[src/sv/tto_ram.sv]
// Generic single-write, single-read synchronous RAM with registered read-first output.
`timescale 1ns / 1ps

module tto_ram #(
    parameter int WIDTH = 8,
    parameter int DEPTH = 256
) (
    input  logic                     i_clk,
    input  logic                     i_we,
    input  logic [$clog2(DEPTH)-1:0] i_waddr,
    input  logic [WIDTH-1:0]         i_wdata,
    input  logic                     i_re,
    input  logic [$clog2(DEPTH)-1:0] i_raddr,
    output logic [WIDTH-1:0]         o_rdata
);

    logic [WIDTH-1:0] r_mem [DEPTH];
    logic [WIDTH-1:0] r_rdata;

    always_ff @(posedge i_clk) begin
        if (i_we) begin
            r_mem[i_waddr] <= i_wdata;
        end
        if (i_re) begin
            r_rdata <= r_mem[i_raddr];
        end
    end

    assign o_rdata = r_rdata;

endmodule

[config.mk]
export PLATFORM = sky130hd
export DESIGN_NAME = tto_ram
export DESIGN_NICKNAME = d
export VERILOG_FILES = /design/src/sv/tto_ram.sv
export SDC_FILE = /design/constraint.sdc
export NUM_CORES = 2
export LEC_CHECK = 0
export BUFFER_PORTS_ARGS = -buffer_cell sky130_fd_sc_hd__buf_2
export CORE_ASPECT_RATIO = 0.5
export CORE_MARGIN = 2
export CORE_UTILIZATION = 63
export CTS_CLUSTER_DIAMETER = 120
export DETAILED_ROUTE_END_ITERATION = 10
export GPL_ROUTABILITY_DRIVEN = 0
export PLACE_DENSITY = 0.79
export SYNTH_ARGS = -nofsm -noshare
export SYNTH_HDL_FRONTEND = slang
export SYNTH_SLANG_ARGS = --single-unit
[constraint.sdc]
create_clock -name i_clk -period 2.9 [get_ports i_clk]
set_input_delay 0.145 -clock i_clk [delete_from_list [all_inputs] [get_ports i_clk]]
set_output_delay 0.145 -clock i_clk [all_outputs]
set_load 0.02 [all_outputs]
-- Word level (Yosys, flattened, before mapping)
Memory sizes are Yosys's and may differ from the RTL's. A register that Yosys moved wholly into a read port is not among the register bits.
Index checks and enable logic that the tools add are counted.
- bits in registers: 0
- bits in writable memories: 2048
- bits of input ports: 27
- word-level logic and storage cells: 3
- memories kept: 1
- memory list (name ; words ; bits a word ; rd ports ; clocked after Yosys merged registers in ; write ports ; line ; text):
    r_mem ; 256 ; 8 ; 1 ; 1 ; 1 ; 17 ; logic [WIDTH-1:0] r_mem [DEPTH];
- multiplexer cells: 2
- operators by type and width (operator ; count):
    two-way mux 1 bit ; 2

-- Longest topological paths before layout
- word-level depth: 2
- mapped depth: 11

-- Worst setup path before layout
Ideal clock, no wire load.
- path type: input to register
- from: input i_raddr[0]
- to: register r_rdata[2], in the netlist o_rdata[2], read port of r_mem (data pin)
- data arrival time: 1952 ps
- setup slack: 679 ps
- stages: 9
- path buffers: 4
- cells stage by stage: buf_6 buf_12 buf_8 buf_2 mux4_2 a22oi_1 a21oi_1 nor4_1 nor4_2
- RTL lines (item ; line ; text):
    start: declaration ; 13 ; input logic [$clog2(DEPTH)-1:0] i_raddr,
    end: declaration ; 18 ; logic [WIDTH-1:0] r_rdata;

==> results_dict.tcl <==
set metrics [dict create \
    crit_fanout 1 \
    vias 42700 \
    pin_count 35 \
    drt_first_pass_iters 9 \
    finalHoldViolations 4 \
    die_y_um 255 \
    seq_area_um2 61700 \
    pwr-share-comb 0.055 \
    avgSynthCellArea_um2 21.3 \
    drv_slew 0 \
    start_util 0.634 \
    violations "hold timing" \
    synthTopCellsByCount "2,056 x edfxtp_1, 454 x mux4_2, 282 x nor2_1, 134 x mux2i_1, 133 x a22oi_1" \
    power.internal_uw 46000 \
    synth_flop_cell "edfxtp_1" \
    synth_top_area_cell "edfxtp_1" \
    clock_sinks 2056 \
    power-per-cell-area_nw_per_um2 650 \
    fin_util 0.715 \
    antenna_found_initial 5 \
    rsz0062_at_grt "false" \
    clockRootBuffer "clkbuf_16" \
    swShare 0.213 \
    num_rows 92 \
    ir_drop_v 0.000634 \
    fin_crit_ns 2.88 \
    period_share 0.994 \
    clock_latency_ns 0.82 \
    die-width_um 507 \
    final_nets 4177 \
    rr_endpoint "o_rdata[5]" \
    ys_warn_count 0 \
    min_to "r_mem[60][2]" \
    max_freq_mhz 347 \
    critPathLaunchType "flop" \
    syn_area_um2 79600 \
    grt_pass1_vias 42300 \
    detailed_place_hpwl_um 123000 \
    r2r_start "r_mem[181][5]" \
    status "finished, violations left" \
    multiInputGateArea_um2 16500 \
    p_leak_uw 0.0285 \
    drt-initial-drc-count 6801 \
    cts_buffers 166 \
    core-area_um2 126000 \
    cts_tree "yes" \
    synthArstFlopShare 0 \
    postSynthCellCount 3733 \
    skew_ns 0.0407 \
    hold_path_class "in -> reg" \
    p_sw_uw 12500 \
    crit_type "reg -> reg" \
    clk_pin_slew_ns 0.07 \
    dieArea_um2 129000 \
    h-tree-depth 4 \
    end_kind "flop" \
    min-delay-start "i_wdata[2]" \
    power.clock.fraction 0.385 \
    reg2regPathDepth 7 \
    whs_ns -0.0289 \
    drive_above_1_share 0.275 \
    synthTopCellsByArea "edfxtp_1 78%, mux4_2 13%, mux2i_1 1.7%, nor2_1 1.3%, a22oi_1 1.3%" \
    syn_to_final_growth_pct 12.9 \
    yosysSeqAreaShare 0.775 \
    seq_power_share 0.561 \
    synth_nets 3760 \
    synth_edf_count 2056 \
    layout_setup_ws_ns 0.0170 \
    grt_pass1_wl_um 293000 \
    synth_most_common_cell "edfxtp_1" \
    drc 0 \
    relSlewSlack 0.206 \
    drtAntennaViolNets 0 \
    tightest_slew_ns 1.18 \
    ys_ff_latch 2056 \
    ys_types 54 \
    maxCapViolCount 0 \
    clockBufferDepth 3 \
    wl_per_cell_um 34.0 \
    dp_slack_ns -0.632 \
    wl_um 203000 \
    grt_max_degree 149 \
    post_cts_buffers 0 \
    worst-endpoint-required_ns 3.46 \
    track_usage 0.315 \
    port_buffers 34 \
    synth_top_area_frac 0.775 \
    overflow 0 \
    via_per_inst 7.14 \
    fill_cells 6792 \
    reg2reg_slack_ns 0.02 \
    setup_viol 0 \
    critical_path_arrival_ns 3.44 \
    min_path_cells 1 \
]
## power by group through the flow
stage / combinational, uW / sequential [uW] / clock (uW)
after CTS: 3140 / 32800 / 22600
final: 3200 / 32800 / 22500
after detailed placement: 3080 / 33400 / 0
after global placement: 2990 / 33400 / 0
after global routing: 3310 / 32800 / 23600
after floorplan: 1590 / 33400 / 0
## cells by family (layout without fill, tap and decap cells)
family / Yosys count / count (layout) / synth area share
buffers and inverters: 235 / 781 / 0.0183
AOI/OAI and AO/OA: 385 / 385 / 0.0342
and+or+nand+nor: 466 / 466 / 0.0263
other: 0 / 4 / 0
DFF: 2056 / 2056 / 0.775
muxes: 591 / 591 / 0.146
## what timing repair did
action / 4_1_cts / 5_1_grt
endpoints found under the hold margin: 293 / 0
setup endpoints to repair: 1 / 1
hold buffers: 7 / 0
gates resized for setup: 1 / 1
## registers in the layout (all words and copies together), names as in the netlist
signal and cells:
r_mem 2048, o_rdata 8
## layer usage
layer	GRT usage	wire, um	vias to the layer above
met5	0	0	-
met4	0.121	8440	0
met3	0.0914	27900	602
met2	0.481	95400	3627
met1	0.440	71300	21900
li1	-	-	16500
## critical path, stage by stage, from the launching register on
cell and delay, ns:
edfxtp_1 0.35, mux4_1 0.55, a22oi_1 0.23, a31oi_1 0.14, buf_4 0.17, nor4_1 0.89
buf_4 0.25, nor4_1 0.06
## cell usage in the layout (no fill, tap or decap), types with 8 or more instances in the layout
cell type | netlist | final
edfxtp_1 | 2056 | 2056
mux4_2 | 454 | 454
buf_4 | 27 | 389
nor2_1 | 282 | 279
clkbuf_16 | 0 | 173
mux2i_1 | 134 | 134
a22oi_1 | 133 | 133
a21oi_1 | 96 | 96
buf_12 | 8 | 52
o221ai_1 | 46 | 46
clkinv_1 | 1 | 45
nand3_1 | 34 | 34
nand2_1 | 33 | 33
o22ai_1 | 28 | 28
nor2b_1 | 31 | 28
clkinv_2 | 0 | 28
clkbuf_1 | 111 | 28
buf_2 | 31 | 24
nor3_1 | 22 | 22
nor4_1 | 24 | 22
a211oi_1 | 16 | 16
a221oi_1 | 13 | 13
bufinv_16 | 0 | 13
nand4_1 | 10 | 10
o211ai_1 | 10 | 10
o21ai_0 | 10 | 10
nand2b_1 | 8 | 8
a22o_1 | 8 | 8
clkbuf_8 | 0 | 8
## through the flow
stage	TNS, ns	power [uW]	hold slack [ns]	instance area, um2	std cells
finish	0	58500	-0.0289	89900	5975
global route	0	59700	0.0341	89900	5972
global placement	-2.71	36400	0.555	84500	5666
CTS	0	58500	0.00331	89900	5971
detailed placement	-2.22	36500	0.552	84600	5667
floorplan	0	35000	0.244	79600	3733
## worst max path at each step
| stage | startpoint | cells after the start | slack (ns) | endpoint |
|---|---|---|---|---|
| detailed placement | i_raddr[0] | 9 | -0.63 | o_rdata[2] |
| finish | r_mem[181][5] | 7 | 0.02 | o_rdata[5] |
| global route | r_mem[183][5] | 7 | 0.005 | o_rdata[5] |
| CTS | r_mem[96][4] | 8 | 0.08 | o_rdata[4] |
| global placement | i_raddr[0] | 9 | -0.95 | o_rdata[1] |
| floorplan | i_raddr[0] | 9 | 0.68 | o_rdata[2] |
## layout make-up
type                       count  share of cell area
inverter                       2           0.0000835
multi-input combinational   1442               0.183
clock buffer                 201              0.0493
antenna                        4            0.000111
sequential                  2056               0.687
tap                         1692              0.0235
timing repair buffer         482              0.0477
clock inverter                96             0.00914
(Power assumes the default switching activity.)
